[src/rtl/char_lcd_4bit_command_sequencer_unit_defines.svh]
// Assertion helpers shared by the sequencer RTL.
`ifndef CHAR_LCD_4BIT_COMMAND_SEQUENCER_UNIT_DEFINES_SVH
`define CHAR_LCD_4BIT_COMMAND_SEQUENCER_UNIT_DEFINES_SVH

// Same-cycle implication, checked out of reset.
`define CLCD_ASSERT_IMPL(lbl, ante, cons, msg) \
    lbl: assert property (@(posedge i_clk) disable iff (!i_rst_n) (ante) |-> (cons)) \
        else $error(msg);

// Next-cycle implication, checked out of reset.
`define CLCD_ASSERT_NEXT(lbl, ante, cons, msg) \
    lbl: assert property (@(posedge i_clk) disable iff (!i_rst_n) (ante) |=> (cons)) \
        else $error(msg);

`endif

[src/rtl/clcd_pkg.sv]
`timescale 1ns / 1ps

package clcd_pkg;

    // Command codes
    localparam logic [2:0] OP_INIT   = 3'd0;
    localparam logic [2:0] OP_CLEAR  = 3'd1;
    localparam logic [2:0] OP_CURSOR = 3'd2;
    localparam logic [2:0] OP_CHAR   = 3'd3;
    localparam logic [2:0] OP_INT    = 3'd4;

    // Configuration register indexes
    localparam logic [1:0] CFG_FUNC_SET  = 2'd0;
    localparam logic [1:0] CFG_DISP_CTRL = 2'd1;
    localparam logic [1:0] CFG_ENTRY     = 2'd2;
    localparam logic [1:0] CFG_ROW_BASE  = 2'd3;

    // Decimal conversion sizes
    localparam int MAG_W    = 16;
    localparam int DIGITS   = 5;
    localparam int BCD_W    = DIGITS * 4;

    // Display bytes
    localparam logic [7:0] BYTE_CLEAR = 8'h01;
    localparam logic [7:0] BYTE_MINUS = 8'h2D;
    localparam logic [7:0] BYTE_DDRAM = 8'h80;
    localparam logic [3:0] ASCII_DIGIT_HI = 4'h3;

    // Timing in microseconds
    localparam logic [15:0] WAIT_POWER_UP   = 16'd50000;
    localparam logic [12:0] HOLD_PULSE      = 13'd50;
    localparam logic [12:0] HOLD_BYTE       = 13'd100;
    localparam logic [12:0] HOLD_CLEAR_BYTE = 13'd2100;
    localparam logic [12:0] HOLD_WAKE_FIRST = 13'd5050;
    localparam logic [12:0] HOLD_WAKE       = 13'd200;

endpackage

[src/rtl/clcd_bin2bcd.sv]
`timescale 1ns / 1ps

module clcd_bin2bcd (
    input  logic                        i_clk,
    input  logic                        i_rst_n,
    input  logic                        i_start,
    input  logic [clcd_pkg::MAG_W-1:0]  i_mag,
    output logic                        o_done,
    output logic [clcd_pkg::BCD_W-1:0]  o_bcd
);

    logic [clcd_pkg::MAG_W-1:0] r_bin;
    logic [clcd_pkg::BCD_W-1:0] r_bcd;
    logic [3:0]                 r_cnt;
    logic                       r_busy;
    logic                       r_done;
    logic [clcd_pkg::BCD_W-1:0] n_adj;

    // Add three to every digit of five or more before the shift
    always_comb begin
        for (int d = 0; d < clcd_pkg::DIGITS; d++) begin
            if (r_bcd[d*4 +: 4] >= 4'd5) begin
                n_adj[d*4 +: 4] = r_bcd[d*4 +: 4] + 4'd3;
            end else begin
                n_adj[d*4 +: 4] = r_bcd[d*4 +: 4];
            end
        end
    end

    // One shift-add step per cycle, one step per magnitude bit
    always_ff @(posedge i_clk) begin
        if (!i_rst_n) begin
            r_busy <= 1'b0;
            r_done <= 1'b0;
            r_cnt  <= '0;
        end else begin
            r_done <= 1'b0;
            if (i_start) begin
                r_bin  <= i_mag;
                r_bcd  <= '0;
                r_cnt  <= '0;
                r_busy <= 1'b1;
            end else if (r_busy) begin
                r_bcd <= {n_adj[clcd_pkg::BCD_W-2:0], r_bin[clcd_pkg::MAG_W-1]};
                r_bin <= {r_bin[clcd_pkg::MAG_W-2:0], 1'b0};
                r_cnt <= r_cnt + 4'd1;
                if (r_cnt == 4'(clcd_pkg::MAG_W - 1)) begin
                    r_busy <= 1'b0;
                    r_done <= 1'b1;
                end
            end
        end
    end

    assign o_done = r_done;
    assign o_bcd  = r_bcd;

endmodule

[src/rtl/char_lcd_4bit_command_sequencer_unit.sv]
// Character display command sequencer for a 4-bit parallel bus. Each input
// beat is one command (init, clear, set cursor, write character, write signed
// integer); each output beat is one bus transfer: register select, nibble (high
// nibble of a byte first), wait before, hold after, and a last flag on the
// command's final transfer. Codes 5 to 7 are taken and produce nothing. One
// command is worked at a time and the input stalls until its final transfer
// is loaded into the output register. Init makes 12 transfers; clear, cursor
// and character make 2. An integer first runs through a shift-add-3
// converter, one bit per cycle over its 16 magnitude bits, then drops leading
// zero digits (up to 4, at least one digit kept) and makes two transfers per
// digit plus two for a minus sign. Configuration writes take effect at once
// and are meant for idle time only.
`timescale 1ns / 1ps
`include "char_lcd_4bit_command_sequencer_unit_defines.svh"

module char_lcd_4bit_command_sequencer_unit (
    input  logic        i_clk,
    input  logic        i_rst_n,
    // configuration write port
    input  logic        i_cfg_we,
    input  logic [1:0]  i_cfg_index,
    input  logic [7:0]  i_cfg_data,
    // command channel
    input  logic        i_in_valid,
    output logic        o_in_stall,
    input  logic [2:0]  i_operation,
    input  logic        i_row,
    input  logic [5:0]  i_column,
    input  logic [7:0]  i_character,
    input  logic signed [15:0] i_value,
    // transfer channel
    output logic        o_out_valid,
    input  logic        i_out_stall,
    output logic        o_register_select,
    output logic [3:0]  o_nibble,
    output logic [15:0] o_wait_before_us,
    output logic [12:0] o_wait_after_us,
    output logic        o_last
);

    typedef enum logic [1:0] {
        S_IDLE,
        S_CONV,
        S_NORM,
        S_EMIT
    } t_state;

    t_state r_state;

    // configuration
    logic [7:0] r_func_set;
    logic [7:0] r_disp_ctrl;
    logic [7:0] r_entry;
    logic [6:0] r_row_base;

    // command context
    logic [2:0] r_op;
    logic       r_row;
    logic [5:0] r_col;
    logic [7:0] r_char;
    logic [3:0] r_step;
    logic       r_neg;
    logic [2:0] r_ndig;
    logic [clcd_pkg::BCD_W-1:0] r_bcd;

    // output register
    logic        r_out_valid;
    logic        r_out_rs;
    logic [3:0]  r_out_nib;
    logic [15:0] r_out_before;
    logic [12:0] r_out_after;
    logic        r_out_last;

    logic                         in_accept;
    logic                         conv_start;
    logic [clcd_pkg::MAG_W-1:0]   raw_value;
    logic [clcd_pkg::MAG_W-1:0]   mag;
    logic                         conv_done;
    logic [clcd_pkg::BCD_W-1:0]   conv_bcd;
    logic                         load;
    logic [7:0]                   cur_byte;
    logic [7:0]                   cursor_sum;
    logic [12:0]                  byte_hold;
    logic                         cur_rs;
    logic [3:0]                   cur_nib;
    logic [15:0]                  cur_before;
    logic [12:0]                  cur_after;
    logic                         cur_last;

    assign o_in_stall = (r_state != S_IDLE);
    assign in_accept  = i_in_valid && (r_state == S_IDLE);
    assign raw_value  = $unsigned(i_value);
    assign mag        = raw_value[clcd_pkg::MAG_W-1] ? (16'd0 - raw_value) : raw_value;
    assign conv_start = in_accept && (i_operation == clcd_pkg::OP_INT);
    assign load       = (r_state == S_EMIT) && (!r_out_valid || !i_out_stall);
    assign cursor_sum = (r_row ? {1'b0, r_row_base} : 8'd0) + {2'b00, r_col};

    clcd_bin2bcd u_bin2bcd (
        .i_clk   (i_clk),
        .i_rst_n (i_rst_n),
        .i_start (conv_start),
        .i_mag   (mag),
        .o_done  (conv_done),
        .o_bcd   (conv_bcd)
    );

    // Build the transfer for the current step
    always_comb begin
        cur_byte   = clcd_pkg::BYTE_CLEAR;
        byte_hold  = clcd_pkg::HOLD_BYTE;
        cur_rs     = 1'b0;
        cur_before = 16'd0;
        cur_last   = r_step[0];
        case (r_op)
            clcd_pkg::OP_INIT: begin
                cur_last = (r_step == 4'd11);
                case (r_step[3:1])
                    3'd2: cur_byte = r_func_set;
                    3'd3: cur_byte = r_disp_ctrl;
                    3'd4: cur_byte = r_entry;
                    default: begin
                        cur_byte  = clcd_pkg::BYTE_CLEAR;
                        byte_hold = clcd_pkg::HOLD_CLEAR_BYTE;
                    end
                endcase
            end
            clcd_pkg::OP_CLEAR: begin
                byte_hold = clcd_pkg::HOLD_CLEAR_BYTE;
            end
            clcd_pkg::OP_CURSOR: begin
                cur_byte = clcd_pkg::BYTE_DDRAM | cursor_sum;
            end
            clcd_pkg::OP_CHAR: begin
                cur_rs   = 1'b1;
                cur_byte = r_char;
            end
            default: begin
                cur_rs   = 1'b1;
                cur_byte = r_neg ? clcd_pkg::BYTE_MINUS
                                 : {clcd_pkg::ASCII_DIGIT_HI,
                                    r_bcd[clcd_pkg::BCD_W-1 -: 4]};
                cur_last = r_step[0] && !r_neg && (r_ndig == 3'd1);
            end
        endcase

        cur_nib   = r_step[0] ? cur_byte[3:0] : cur_byte[7:4];
        cur_after = r_step[0] ? byte_hold : clcd_pkg::HOLD_PULSE;

        // Wake-up nibbles at the head of init
        if ((r_op == clcd_pkg::OP_INIT) && (r_step < 4'd4)) begin
            cur_nib   = (r_step == 4'd3) ? 4'h2 : 4'h3;
            cur_after = (r_step == 4'd0) ? clcd_pkg::HOLD_WAKE_FIRST : clcd_pkg::HOLD_WAKE;
            cur_before = (r_step == 4'd0) ? clcd_pkg::WAIT_POWER_UP : 16'd0;
        end
    end

    // Sequencer, configuration and output register
    always_ff @(posedge i_clk) begin
        if (!i_rst_n) begin
            r_state     <= S_IDLE;
            r_out_valid <= 1'b0;
            r_func_set  <= 8'h28;
            r_disp_ctrl <= 8'h0C;
            r_entry     <= 8'h06;
            r_row_base  <= 7'h40;
        end else begin
            // Take configuration writes
            if (i_cfg_we) begin
                case (i_cfg_index)
                    clcd_pkg::CFG_FUNC_SET:  r_func_set  <= i_cfg_data;
                    clcd_pkg::CFG_DISP_CTRL: r_disp_ctrl <= i_cfg_data;
                    clcd_pkg::CFG_ENTRY:     r_entry     <= i_cfg_data;
                    default:                 r_row_base  <= i_cfg_data[6:0];
                endcase
            end

            // Drop the output beat once taken, unless a new one is loaded
            if (r_out_valid && !i_out_stall && !load) begin
                r_out_valid <= 1'b0;
            end

            case (r_state)
                S_IDLE: begin
                    if (in_accept) begin
                        r_op   <= i_operation;
                        r_row  <= i_row;
                        r_col  <= i_column;
                        r_char <= i_character;
                        r_neg  <= raw_value[clcd_pkg::MAG_W-1];
                        r_step <= 4'd0;
                        if (i_operation == clcd_pkg::OP_INT) begin
                            r_state <= S_CONV;
                        end else if (i_operation < clcd_pkg::OP_INT) begin
                            r_state <= S_EMIT;
                        end
                    end
                end
                S_CONV: begin
                    if (conv_done) begin
                        r_bcd   <= conv_bcd;
                        r_ndig  <= 3'(clcd_pkg::DIGITS);
                        r_state <= S_NORM;
                    end
                end
                S_NORM: begin
                    // Drop one leading zero digit a cycle, keep at least one
                    if ((r_bcd[clcd_pkg::BCD_W-1 -: 4] == 4'd0) && (r_ndig != 3'd1)) begin
                        r_bcd  <= {r_bcd[clcd_pkg::BCD_W-5:0], 4'd0};
                        r_ndig <= r_ndig - 3'd1;
                    end else begin
                        r_state <= S_EMIT;
                    end
                end
                S_EMIT: begin
                    if (load) begin
                        r_out_valid  <= 1'b1;
                        r_out_rs     <= cur_rs;
                        r_out_nib    <= cur_nib;
                        r_out_before <= cur_before;
                        r_out_after  <= cur_after;
                        r_out_last   <= cur_last;
                        r_step       <= r_step + 4'd1;
                        // Advance the integer queue after each low nibble
                        if ((r_op == clcd_pkg::OP_INT) && r_step[0]) begin
                            if (r_neg) begin
                                r_neg <= 1'b0;
                            end else begin
                                r_bcd  <= {r_bcd[clcd_pkg::BCD_W-5:0], 4'd0};
                                r_ndig <= r_ndig - 3'd1;
                            end
                        end
                        if (cur_last) begin
                            r_state <= S_IDLE;
                        end
                    end
                end
                default: r_state <= S_IDLE;
            endcase
        end
    end

    assign o_out_valid       = r_out_valid;
    assign o_register_select = r_out_rs;
    assign o_nibble          = r_out_nib;
    assign o_wait_before_us  = r_out_before;
    assign o_wait_after_us   = r_out_after;
    assign o_last            = r_out_last;

    `CLCD_ASSERT_NEXT(a_last_ends_cmd, load && cur_last, (r_state == S_IDLE) && o_out_valid && o_last, "final transfer did not end the command")
    `CLCD_ASSERT_IMPL(a_conv_in_conv, conv_done, r_state == S_CONV, "conversion finished outside the conversion state")
    `CLCD_ASSERT_IMPL(a_digits_left, (r_state == S_EMIT) && (r_op == clcd_pkg::OP_INT), r_ndig != 3'd0, "integer emission ran out of digits")

endmodule
[config.mk]
export PLATFORM = sky130hd
export DESIGN_NAME = char_lcd_4bit_command_sequencer_unit
export DESIGN_NICKNAME = d
export VERILOG_FILES = /design/src/rtl/clcd_pkg.sv /design/src/rtl/clcd_bin2bcd.sv /design/src/rtl/char_lcd_4bit_command_sequencer_unit.sv
export VERILOG_INCLUDE_DIRS = /design/src /design/src/rtl
export SDC_FILE = /design/constraint.sdc
export NUM_CORES = 1
export LEC_CHECK = 0
export ABC_AREA = 1
export ABC_CLOCK_PERIOD_IN_PS = 4100
export BUFFER_PORTS_ARGS = -buffer_cell sky130_fd_sc_hd__buf_2
export CORE_MARGIN = 5
export CORE_UTILIZATION = 53
export DETAILED_ROUTE_END_ITERATION = 12
export GPL_TIMING_DRIVEN = 0
export PLACE_DENSITY_LB_ADDON = 0.08
export RECOVER_POWER = 100
export SLEW_MARGIN = 20
export SYNTH_ARGS = -nofsm -noshare
export SYNTH_HDL_FRONTEND = slang
export SYNTH_SLANG_ARGS = --single-unit
[constraint.sdc]
create_clock -name i_clk -period 4.1 [get_ports i_clk]
set_input_delay 0.41 -clock i_clk [delete_from_list [all_inputs] [get_ports i_clk]]
set_output_delay 0.41 -clock i_clk [all_outputs]
set_load 0.1 [all_outputs]
# [Word level (Yosys, flattened, before mapping)]
# Index checks and enable logic that the tools add are counted.
[totals] inputBits=49 reg_bits=157 out_inout_bits=37
[classes] order_cmp=7 eq_ne=27 n_reduce_logical=41 bitwise=3 n_mux=58 add_sub_neg=10
[op_table] operator="20-bit two-way mux" n=6
[op_table] operator="16-bit two-way mux" n=4
[op_table] operator="20-bit one-hot mux with 3 select lines" n=1
[op_table] operator="13-bit two-way mux" n=3
[op_table] operator="4-bit two-way mux" n=8
[op_table] operator="8-bit one-hot mux with 4 select lines" n=1
[op_table] operator="12-bit one-hot mux with 2 select lines" n=1
[op_table] operator="8-bit one-hot mux with 3 select lines" n=1
[op_table] operator="4-bit by 3-bit greater-or-equal comparator with 1-bit output, second input constant" n=5
[op_table] operator="3-bit two-way mux" n=6
[op_table] operator="4-bit by 2-bit adder with 4-bit output, second input constant" n=4
[op_table] operator="1-bit by 16-bit subtractor with 16-bit output, first input constant" n=1
[op_table] operator="3-bit OR reduction" n=5
[op_table] operator="2-bit two-way mux" n=7
[op_table] operator="3-bit by 2-bit equality test with 1-bit output, second input constant" n=4
[op_table] operator="1-bit two-way mux" n=12
[op_table] operator="12-bit two-way mux" n=1
[op_table] operator="2-bit != test, second input constant" n=6
[op_table] operator="1-bit logical AND" n=10
[op_table] operator="2-bit AND reduction" n=5
[op_table] operator="3-bit equality test, second input constant" n=3
[op_table] operator="3-bit one-hot mux with 3 select lines" n=1
[op_table] operator="4-bit by 1-bit adder with 4-bit output, second input constant" n=2
[op_table] operator="4-bit equality test, second input constant" n=2
[op_table] operator="30 further kinds" n=47

# [Longest topological paths before layout]
# Gate-level depths: netlist of run 1.
[logic_depth] word_depth=8 mapped_depth=12 depth_no_buf=12

# [By module]
# Synthesis of run 1 repeated with hierarchy kept, for this count alone.
[unflattened] hier_cells=859 hier_area_um2=7201.9
[by_module_without_submodules] module="char_lcd_4bit_command_sequencer_unit" area_each_um2=4976.0 n_inst=1 cells_per_inst=596
[by_module_without_submodules] module="clcd_bin2bcd" area_each_um2=2225.9 n_inst=1 cells_per_inst=263

# [Least setup slack after synthesis of run 1]
# OpenSTA, ideal clock, no wires.
[synth_path] path_kind="register -> register" start="register r_state[0]" end="register u_bin2bcd.r_bcd (netlist bit u_bin2bcd.o_bcd[0]), enable pin" setup_ps=443 arrival_time_ps=2680 required_time_ps=3657 stages_incl_launch_ff=6 slack_ps=977 n_path_buf=1 cell_sequence="dfxtp_1 -> inv_1 -> ha_1 -> buf_4 -> nand4_2 -> a21oi_1"
[synth_between] elab_chain_len=5
[synth_lines] element="from (decl)" line="char_lcd_4bit_command_sequencer_unit.sv:48" rtl="t_state r_state;"
[synth_lines] element="from (signal assigned)" line="char_lcd_4bit_command_sequencer_unit.sv:160" rtl="r_state <= S_IDLE;"
[synth_lines] element="from (signal assigned)" line="char_lcd_4bit_command_sequencer_unit.sv:192" rtl="r_state <= S_CONV;"
[synth_lines] element="from (signal assigned)" line="char_lcd_4bit_command_sequencer_unit.sv:194" rtl="r_state <= S_EMIT;"
[synth_lines] element="2-bit zero test" line="char_lcd_4bit_command_sequencer_unit.sv:91" rtl="assign in_accept = i_in_valid && (r_state == S_IDLE);"
[synth_lines] element="1-bit logical AND" line="char_lcd_4bit_command_sequencer_unit.sv:91"
[synth_lines] element="1-bit logical AND" line="char_lcd_4bit_command_sequencer_unit.sv:94" rtl="assign conv_start = in_accept && (i_operation == clcd_pkg::OP_INT);"
[synth_lines] element="2-bit nonzero test (no line)"
[synth_lines] element="2-bit AND reduction (no line)"
[synth_lines] element="to (signal assigned)" line="clcd_bin2bcd.sv:44" rtl="r_bcd <= {n_adj[clcd_pkg::BCD_W-2:0], r_bin[clcd_pkg::MAG_W-1]};"
[synth_lines] element="to (decl)" line="clcd_bin2bcd.sv:13" rtl="logic [clcd_pkg::BCD_W-1:0] r_bcd;"
# Every way passes these cells.
# A chain may end at the register's enable or synchronous reset.

# [Worst setup path in the final report of run 1]
[layout_path] start="register r_state[0]" end="register r_bcd[2] (netlist bit), enable pin"
[layout_between] elab_chain_len=4 word_cells_on_any_way=11 cone_classes="8 x eq/ne; 3 x reduce/logical"
[layout_lines] element="2-bit equality test" line="char_lcd_4bit_command_sequencer_unit.sv:95, char_lcd_4bit_command_sequencer_unit.sv:182"
[layout_lines] element="1-bit logical AND" line="char_lcd_4bit_command_sequencer_unit.sv:95" rtl="assign load = (r_state == S_EMIT) && (!r_out_valid || !i_out_stall);"
[layout_lines] element="2-bit != test (no line)"
[layout_lines] element="7-bit AND reduction (no line) (*)"
[layout_lines] element="to (signal assigned)" line="char_lcd_4bit_command_sequencer_unit.sv:200" rtl="r_bcd <= conv_bcd;"
[layout_lines] element="to (signal assigned)" line="char_lcd_4bit_command_sequencer_unit.sv:208" rtl="r_bcd <= {r_bcd[clcd_pkg::BCD_W-5:0], 4'd0};"
[layout_lines] element="to (signal assigned)" line="char_lcd_4bit_command_sequencer_unit.sv:228" rtl="r_bcd <= {r_bcd[clcd_pkg::BCD_W-5:0], 4'd0};"
[layout_lines] element="to (decl)" line="char_lcd_4bit_command_sequencer_unit.sv:64" rtl="logic [clcd_pkg::BCD_W-1:0] r_bcd;"
# Mark *: on every way between the ends. The rest lies on a longest branch, timed or not.

==> summary.txt, run 1 <==
Outcome
  – Status: finished, final reports clean

Worst setup path
  – Worst setup EP type: flop
  – Crit path max-delay cell type: a21oi_1
  – Slowest stage delay, CP: 920 ps
  – Crit-path cells: ha_1 -> clkbuf_1 -> inv_1 -> nor2_1 -> nor4_1 -> nand3_1 -> a21oi_1 -> buf_6
  – CP Max Fanout: 12
  – WP data required: 4230 ps
  – Crit Path Category: reg2reg
  – Setup crit start kind: flop
  – WP data arrival: 3030 ps

Synthesis
  – Area contributors post-synth: edfxtp_1 (40%), dfxtp_1 (11%), nand2_1 (8.8%)
  – Asr flop ratio synth: 0
  – Area leader, netlist: edfxtp_1
  – Sequential share of the synthesized area: 0.516
  – Synth top area share: 0.404
  – Commonest register cell after synthesis: edfxtp_1
  – Post-synthesis average cell area: 8.71 sq um
  – Mapped cell area: 0.00714 sq mm
  – Yosys cell types: 46
  – Number of enable flip-flop cells after synthesis: 96
  – Ys Warns: 0
  – Synth Instances: 819
  – FF+latch count, synth: 136

Global route
  – Global route total overflow: 0
  – First-pass GRT wire length: 26000 um
  – Overall global routing resource usage: 0.203
  – Largest net degree at the start of global routing: 26
  – Vias in the first global route: 5559
  – Initial antenna violation count: 0

Floorplanning
  – Initial Util: 0.539
  – Total core area: 0.0132 sq mm
  – Die Span Y: 126 um
  – Die area: 0.0159 sq mm
  – # rows: 42
  – Die Wd: 126 um
  – Ports: 86

STA
  – Max-slew violations: 0
  – Relative slew slack: 0.0405
  – Max Freq: 344 MHz
  – Setup TNS Final: 0 ps
  – Worst slew pin tran: 1430 ps
  – RSZ-0062 raised after global routing: false
  – Hold Fails Final Rpt: 0
  – Clock Skews: 10.0 ps
  – Setup Viol. Count Final: 0
  – Fin Hold WS: 160 ps
  – Setup ws final: 1190 ps
  – Post-route clock period utilization: 0.709
  – Minimum clock period: 2910 ps

Clocking
  – Clock Sink Count: 136
  – Postcts setup bufs: 0
  – CTS tree: yes
  – Clock Latency Late Sink: 420 ps
  – Hold buffers post-CTS: 0
  – Number of CTS-inserted buffers: 17
  – H-tree Lvls: 4
  – PostCTS Resize Cnt: 0
  – CTS clk-pin slew, worst paths: 60 ps
  – Root buffer cell: clkbuf_16
  – Maximum root-to-sink buffer count: 2

Final layout
  – Fraction of layout cells with a size suffix above 1: 0.132
  – Area grow syn2layout: 15.7%
  – Storage cell area: 0.00368 sq mm
  – Post-Layout Cell Count: 1112
  – Fill count: 1198
  – Most frequent cells in the layout: nand2_1 (171), nor2_1 (121), edfxtp_1 (96), inv_1 (86), o21ai_0 (73)
  – Nets: 999
  – Area taken by multi-input logic gates: 0.00280 sq mm
  – Commonest non-fill, non-tap cell in the layout: nand2_1
  – Ant. Diodes: 0

Drt
  – Wire per inst: 14.2 um
  – DR vias/cell: 5.13
  – Initial drt markers: 394
  – Pre-antenna DRT Iters: 5
  – DRT antenna net count: 0
  – Vias: 5700
  – Wirelength, routed: 15800 um
  – Residual DRC: 0

Power and ir drop
  – Maximum vdd drop: 325 uV
  – Leak Pwr: 3.66 nW
  – Total chip power: 0.00426 W
  – Power Density: 516 mW/mm^2

Run
  – MaxCap Viol Count: 0

Placed design
  – Final HPWL DP: 11500 um
  – # placed instances: 1080
  – Dpl ws: 1660 ps
  – Port Buf Inserts: 72
  – Routability cong.: 0.894

Worst hold path
  – Hold Crit Class: in2reg
==> critical path, delay by kind of cell (launching register included) <==
family / cells / cell delay [ps]
simple gates: 3 / 430
buf+inv: 3 / 720
flops: 1 / 330
fa+ha+maj: 1 / 190
compound gates: 1 / 920
==> metal layers <==
metal  routed length, um  GRT usage  vias to the layer above  share of wire
met2                7430      0.335                      161           0.47
li1                    -          -                     2885              -
met4                 299     0.0890                        0          0.019
met3                 890     0.0525                       28          0.056
met5                   0          0                        -              0
met1                7160      0.251                     2626           0.45
==> sequential cells by signal, indices dropped and copies added (netlist names), 2 cells and up <==
| name | count |
|---|---|
| r_bcd | 20 |
| u_bin2bcd.o_bcd | 20 |
| u_bin2bcd.r_bin | 16 |
| r_char | 8 |
| r_disp_ctrl | 8 |
| r_entry | 8 |
| r_func_set | 8 |
| o_wait_after_us | 7 |
| r_row_base | 7 |
| r_col | 6 |
| o_nibble | 4 |
| r_step | 4 |
| u_bin2bcd.r_cnt | 4 |
| r_ndig | 3 |
| r_op | 3 |
| r_state | 2 |
==> Yosys cell counts, types with 11 or more instances <==
cell	number
inv_1	79
edfxtp_1	96
xor2_1	11
dfxtp_1	40
nor3_1	12
nor2_1	118
buf_4	25
a21oi_1	29
nand2_1	168
o21ai_0	68
inv_2	14
nand3_1	57
ha_1	26
==> metrics by stage <==
stage          utilization  area [sq um]
2_1_floorplan            -          7180
3_3_place_gp         0.586          7760
3_5_place_dp         0.590          7820
4_1_cts              0.635          8410
5_1_grt              0.623          8260
6_report             0.623          8260
==> logic make-up after synthesis <==
family	Yosys count	synth area share
AND/OR/NAND/NOR	395	0.248
flip-flops	136	0.516
buffers and inverters	133	0.0861
AO/OA/AOI/OAI	115	0.0863
adder cells (fa/ha/maj)	27	0.0484
XOR/XNOR	12	0.0147
other	1	0.000525
==> path summary, 6_finish.rpt <==
check | from | endpoint | slack [ps] | cells past startpoint
worst max-delay path | r_state[0]$_SDFFE_PN0P_ | r_bcd[2]$_SDFFCE_PN0P_ | 1190 | 8
worst min register to register | r_func_set[5]$_SDFFE_PN1P_ | r_func_set[5]$_SDFFE_PN1P_ | 460 | 2
worst min-delay path | i_character[6] | r_char[6]$_DFFE_PP_ | 160 | 1
worst max register to register | r_state[0]$_SDFFE_PN0P_ | r_bcd[2]$_SDFFCE_PN0P_ | 1190 | 8
==> final cells by class <==
type	count	area share
inverter	93	0.0423
sequential	136	0.446
buffer	40	0.0303
clock inverter	9	0.0105
clock buffer	23	0.0618
multi-input combinational	561	0.339
timing repair buffer	74	0.0438
tap	176	0.0267
==> power by group <==
part           switching [W]  leakage (nW)  internal, W
registers          0.0000784          1.20      0.00169
logic               0.000702          2.16     0.000253
clock network       0.000594         0.294     0.000941
total                0.00137          3.66      0.00288
Note: power is estimated with default switching activity, not from simulation.
==> run 2: changes to the inputs <==
ABC_CLOCK_PERIOD_IN_PS = 2500   (was 4100)
clock period = 2.5 ns   (was 4.1 ns; I/O delays follow)
==> summary.txt, run 2 (synthesis results as in run 1) <==
Outcome
  – Status: finished, final reports clean

Power and ir drop
  – Total chip power: 0.00692 W
  – Power Density: 824 mW/mm^2
  – Maximum vdd drop: 469 uV
  – Leak Pwr: 3.71 nW

STA
  – RSZ-0062 raised after global routing: false
  – Post-route clock period utilization: 0.968
  – Minimum clock period: 2420 ps
  – Setup TNS Final: 0 ps
  – Setup ws final: 80.9 ps
  – Relative slew slack: 0.219
  – Hold Fails Final Rpt: 0
  – Fin Hold WS: 21.0 ps
  – Max Freq: 413 MHz
  – Worst slew pin tran: 1180 ps
  – Setup Viol. Count Final: 0
  – Max-slew violations: 0
  – Clock Skews: 7.62 ps

Worst setup path
  – Slowest stage delay, CP: 560 ps
  – Crit path from: r_state[0]$_SDFFE_PN0P_
  – Worst reg2reg setup slack: 80 ps
  – Reg2Reg Launch Point: r_state[0]$_SDFFE_PN0P_
  – Critical Path End: r_bcd[5]$_DFFE_PP_
  – Crit path max-delay cell type: a21oi_2
  – Setup crit start kind: flop
  – Crit-path cells: ha_1 -> buf_2 -> inv_1 -> nor2_1 -> nor4_1 -> nand3_1 -> a21oi_2
  – Reg2reg path depth: 7
  – Worst setup EP type: flop
  – Worst flop-to-flop path endpoint: r_bcd[5]$_DFFE_PP_
  – WP data arrival: 2470 ps
  – Crit Path Category: reg2reg
  – CP Max Fanout: 11
  – WP data required: 2550 ps

Floorplanning
  – # rows: 42
  – Die area: 0.0159 sq mm
  – Initial Util: 0.539
  – Die Wd: 126 um
  – Total core area: 0.0132 sq mm
  – Ports: 86
  – Die Span Y: 126 um

Clocking
  – Clock Latency Late Sink: 420 ps
  – Number of CTS-inserted buffers: 17
  – Maximum root-to-sink buffer count: 2
  – Postcts setup bufs: 0
  – CTS clk-pin slew, worst paths: 60 ps
  – H-tree Lvls: 4
  – PostCTS Resize Cnt: 0
  – CTS tree: yes
  – Clock Sink Count: 136
  – Root buffer cell: clkbuf_16

Final layout
  – Fill count: 1133
  – Post-Layout Cell Count: 1126
  – Most frequent cells in the layout: nand2_1 (170), nor2_1 (120), edfxtp_1 (96), inv_1 (85), o21ai_0 (73)
  – Area grow syn2layout: 17.6%
  – Fraction of layout cells with a size suffix above 1: 0.139
  – Nets: 1013
  – Ant. Diodes: 0
  – Storage cell area: 0.00368 sq mm
  – Area taken by multi-input logic gates: 0.00283 sq mm
  – Commonest non-fill, non-tap cell in the layout: nand2_1

Drt
  – DR vias/cell: 5.12
  – Initial drt markers: 481
  – Wire per inst: 14.0 um
  – Vias: 5761
  – Pre-antenna DRT Iters: 5
  – DRT antenna net count: 0
  – Wirelength, routed: 15800 um
  – Residual DRC: 0

Placed design
  – Port Buf Inserts: 72
  – Dpl ws: 135 ps
  – # placed instances: 1079
  – Final HPWL DP: 11400 um
  – Routability cong.: 0.897

Global route
  – Initial antenna violation count: 0
  – Global route total overflow: 0
  – First-pass GRT wire length: 25600 um
  – Overall global routing resource usage: 0.199
  – Vias in the first global route: 5471
  – Largest net degree at the start of global routing: 26

Run
  – MaxCap Viol Count: 0

Worst hold path
  – Hold Crit Class: in2reg
[run 2: cell types whose count changed in the layout (fill, tap and decap cells not counted), sizes merged]
cell and change:
a21oi +1, clkbuf -7, clkinvlp +3, clkinv +2, inv -2, bufinv +1
buf +2, dlygate4sd3 +14
[run 2: worst max-delay path, delay by kind of cell, from the launching register on]
kind                     cells  cell delay [ps]
flip-flops                   1              330
buffers and inverters        2              380
adder cells (fa/ha/maj)      1              190
AO/OA/AOI/OAI                1              560
AND/OR/NAND/NOR              3              600
[run 2: final cells by class]
class / instances / share of cell area
sequential: 136 / 0.439
multi-input combinational: 562 / 0.337
timing repair buffer: 87 / 0.0586
clock buffer: 19 / 0.0516
inverter: 93 / 0.0416
buffer: 40 / 0.0310
tap: 176 / 0.0262
clock inverter: 13 / 0.0156
[run 2: what timing repair did]
| item | in CTS | in global routing |
|---|---|---|
| endpoints found under the hold margin | 12 | 2 |
| hold buffers | 12 | 2 |
| endpoints found under the setup margin | 0 | 23 |
[run 2: worst min-delay path by stage]
stage                                to  cells past startpoint  slack [ps]           start
finish              r_char[5]$_DFFE_PP_                      1          20  i_character[5]
floorplan           r_char[0]$_DFFE_PP_                      0         350  i_character[0]
CTS                 r_char[5]$_DFFE_PP_                      1           1  i_character[5]
detailed placement  r_char[7]$_DFFE_PP_                      1         430  i_character[7]
global route        r_char[5]$_DFFE_PP_                      1           5  i_character[5]
global placement     r_col[4]$_DFFE_PP_                      1         430     i_column[4]
[run 2: power breakdown]
group	switching, W	leakage (nW)	total [W]	internal (W)
Combinational	0.00118	2.24	0.00163	0.000445
Clock	0.000933	0.267	0.00239	0.00146
Sequential	0.000130	1.20	0.00290	0.00277
Total	0.00224	3.71	0.00692	0.00467
[run 2: stage by stage]
step	utilization	instance area (sq um)
final	0.634	8400
after global routing	0.634	8400
after CTS	0.642	8500
after detailed placement	0.590	7810
after global placement	0.586	7770
after floorplan	-	7190
[run 2: metal layers]
metal | GRT usage | vias to the layer above | wire length (um)
met3 | 0.0555 | 29 | 1110
li1 | - | 2924 | -
met1 | 0.251 | 2614 | 6910
met2 | 0.326 | 194 | 7400
met4 | 0.0738 | 0 | 324
met5 | 0 | - | 0
==> run 3: changes to the inputs <==
CORE_MARGIN = unset   (was 5)
==> summary.txt, run 3 (synthesis results as in run 1) <==
Outcome
  – Status: finished, final reports clean

Clocking
  – Clock Latency Late Sink: 430 ps
  – Clock Sink Count: 136
  – CTS clk-pin slew, worst paths: 60 ps
  – Number of CTS-inserted buffers: 17
  – CTS tree: yes
  – H-tree Lvls: 4
  – Maximum root-to-sink buffer count: 2
  – Root buffer cell: clkbuf_16

STA
  – Minimum clock period: 2300 ps
  – Hold Fails Final Rpt: 0
  – Clock Skews: 6.41 ps
  – Worst slew pin tran: 1170 ps
  – Max Freq: 434 MHz
  – Relative slew slack: 0.224
  – Fin Hold WS: 20.2 ps
  – RSZ-0062 raised after global routing: false
  – Post-route clock period utilization: 0.921
  – Setup TNS Final: 0 ps
  – Setup ws final: 198 ps
  – Setup Viol. Count Final: 0
  – Max-slew violations: 0

Global route
  – First-pass GRT wire length: 25900 um
  – Overall global routing resource usage: 0.235
  – Largest net degree at the start of global routing: 24
  – Global route total overflow: 0
  – Initial antenna violation count: 0
  – Vias in the first global route: 5696

Worst setup path
  – Reg2Reg Launch Point: r_state[0]$_SDFFE_PN0P_
  – Worst flop-to-flop path endpoint: u_bin2bcd.r_bin[10]$_DFFE_PP_
  – Critical Path End: u_bin2bcd.r_bin[10]$_DFFE_PP_
  – WP data required: 2630 ps
  – Crit Path Category: reg2reg
  – Setup crit start kind: flop
  – WP data arrival: 2430 ps
  – Worst setup EP type: flop
  – Crit path from: r_state[0]$_SDFFE_PN0P_
  – CP Max Fanout: 23
  – Reg2reg path depth: 6
  – Worst reg2reg setup slack: 200 ps

Drt
  – DR vias/cell: 5.21
  – Wire per inst: 14.0 um
  – Vias: 5864
  – Initial drt markers: 353
  – Wirelength, routed: 15800 um
  – DRT antenna net count: 0
  – Pre-antenna DRT Iters: 5
  – Residual DRC: 0

Final layout
  – Post-Layout Cell Count: 1126
  – Commonest non-fill, non-tap cell in the layout: nand2_1
  – Ant. Diodes: 0
  – Fill count: 1141
  – Most frequent cells in the layout: nand2_1 (170), nor2_1 (120), edfxtp_1 (96), inv_1 (85), o21ai_0 (73)
  – Fraction of layout cells with a size suffix above 1: 0.140
  – Area grow syn2layout: 18.6%
  – Nets: 1013

Placed design
  – Dpl ws: 153 ps
  – # placed instances: 1079
  – Port Buf Inserts: 72
  – Final HPWL DP: 11300 um
  – Routability cong.: 0.875

Floorplanning
  – # rows: 42
  – Initial Util: 0.541
  – Total core area: 0.0132 sq mm
  – Die Span Y: 118 um
  – Die Wd: 118 um
  – Ports: 86
  – Die area: 0.0139 sq mm

Worst hold path
  – Hold Crit Class: in2reg

Power and ir drop
  – Leak Pwr: 3.75 nW
  – Power Density: 848 mW/mm^2
  – Maximum vdd drop: 512 uV

Run
  – MaxCap Viol Count: 0
[run 3: changes by cell type in the layout (fill, tap and decap cells not counted), moves of 2 or more]
| cell | before | now |
|---|---|---|
| bufinv_16 | 2 | 4 |
| inv_6 | 1 | 3 |
| clkinv_4 | 1 | 3 |
| clkinv_2 | 4 | 2 |
| clkinvlp_4 | 4 | 2 |
[run 3: routing by layer]
layer / track usage / routed length, um
met5: 0 / 0
met4: 0.0905 / 276
met3: 0.0552 / 755
met2: 0.417 / 7940
met1: 0.274 / 6830
[run 3: critical path, cell delays in order, from the launching register on]
cell     delay, ps
dfxtp_1        340
inv_1          110
ha_1           160
buf_4          140
nand4_2        340
a21oi_4        650
buf_16         250
[run 3: area by class of cell]
type | instances | area, sq um | share of cell area
plain buffers | 40 | 256 | 0.0303
clock buffers | 18 | 429 | 0.0507
clock inverters | 14 | 198 | 0.0233
inverters | 93 | 349 | 0.0412
multi-input cells | 562 | 2840 | 0.335
flip-flops and latches | 136 | 3680 | 0.435
well taps | 176 | 220 | 0.0260
repair buffers | 87 | 492 | 0.0581
[run 3: stage by stage]
step,total power [W],utilization,area (sq um)
after floorplan,0.00417,-,7190
after global placement,0.00451,0.589,7770
after detailed placement,0.00458,0.592,7810
after CTS,0.00725,0.650,8580
after global routing,0.00749,0.642,8470
final,0.00718,0.642,8470
[run 3: power breakdown]
part,leakage [nW],switching (W),internal (W)
combinational,2.24,0.00118,0.000445
clock,0.301,0.000980,0.00168
sequential,1.20,0.000131,0.00277
total,3.75,0.00229,0.00489
[run 3: what timing repair did]
item / in CTS / in global routing
hold buffers: 14 / 0
endpoints found under the hold margin: 14 / 0
setup buffers: 0 / 0
gates resized for setup: 0 / 1
endpoints found under the setup margin: 0 / 23
[run 3: worst min-delay path by stage]
stage | slack, ps | cells past startpoint | end | startpoint
3_3_place_gp | 430 | 1 | r_row$_DFFE_PP_ | i_row
3_5_place_dp | 430 | 1 | r_col[4]$_DFFE_PP_ | i_column[4]
5_1_grt | 20 | 1 | r_char[4]$_DFFE_PP_ | i_character[4]
6_report | 20 | 1 | r_char[4]$_DFFE_PP_ | i_character[4]
2_1_floorplan | 350 | 0 | r_char[0]$_DFFE_PP_ | i_character[0]
4_1_cts | 4 | 1 | r_char[4]$_DFFE_PP_ | i_character[4]
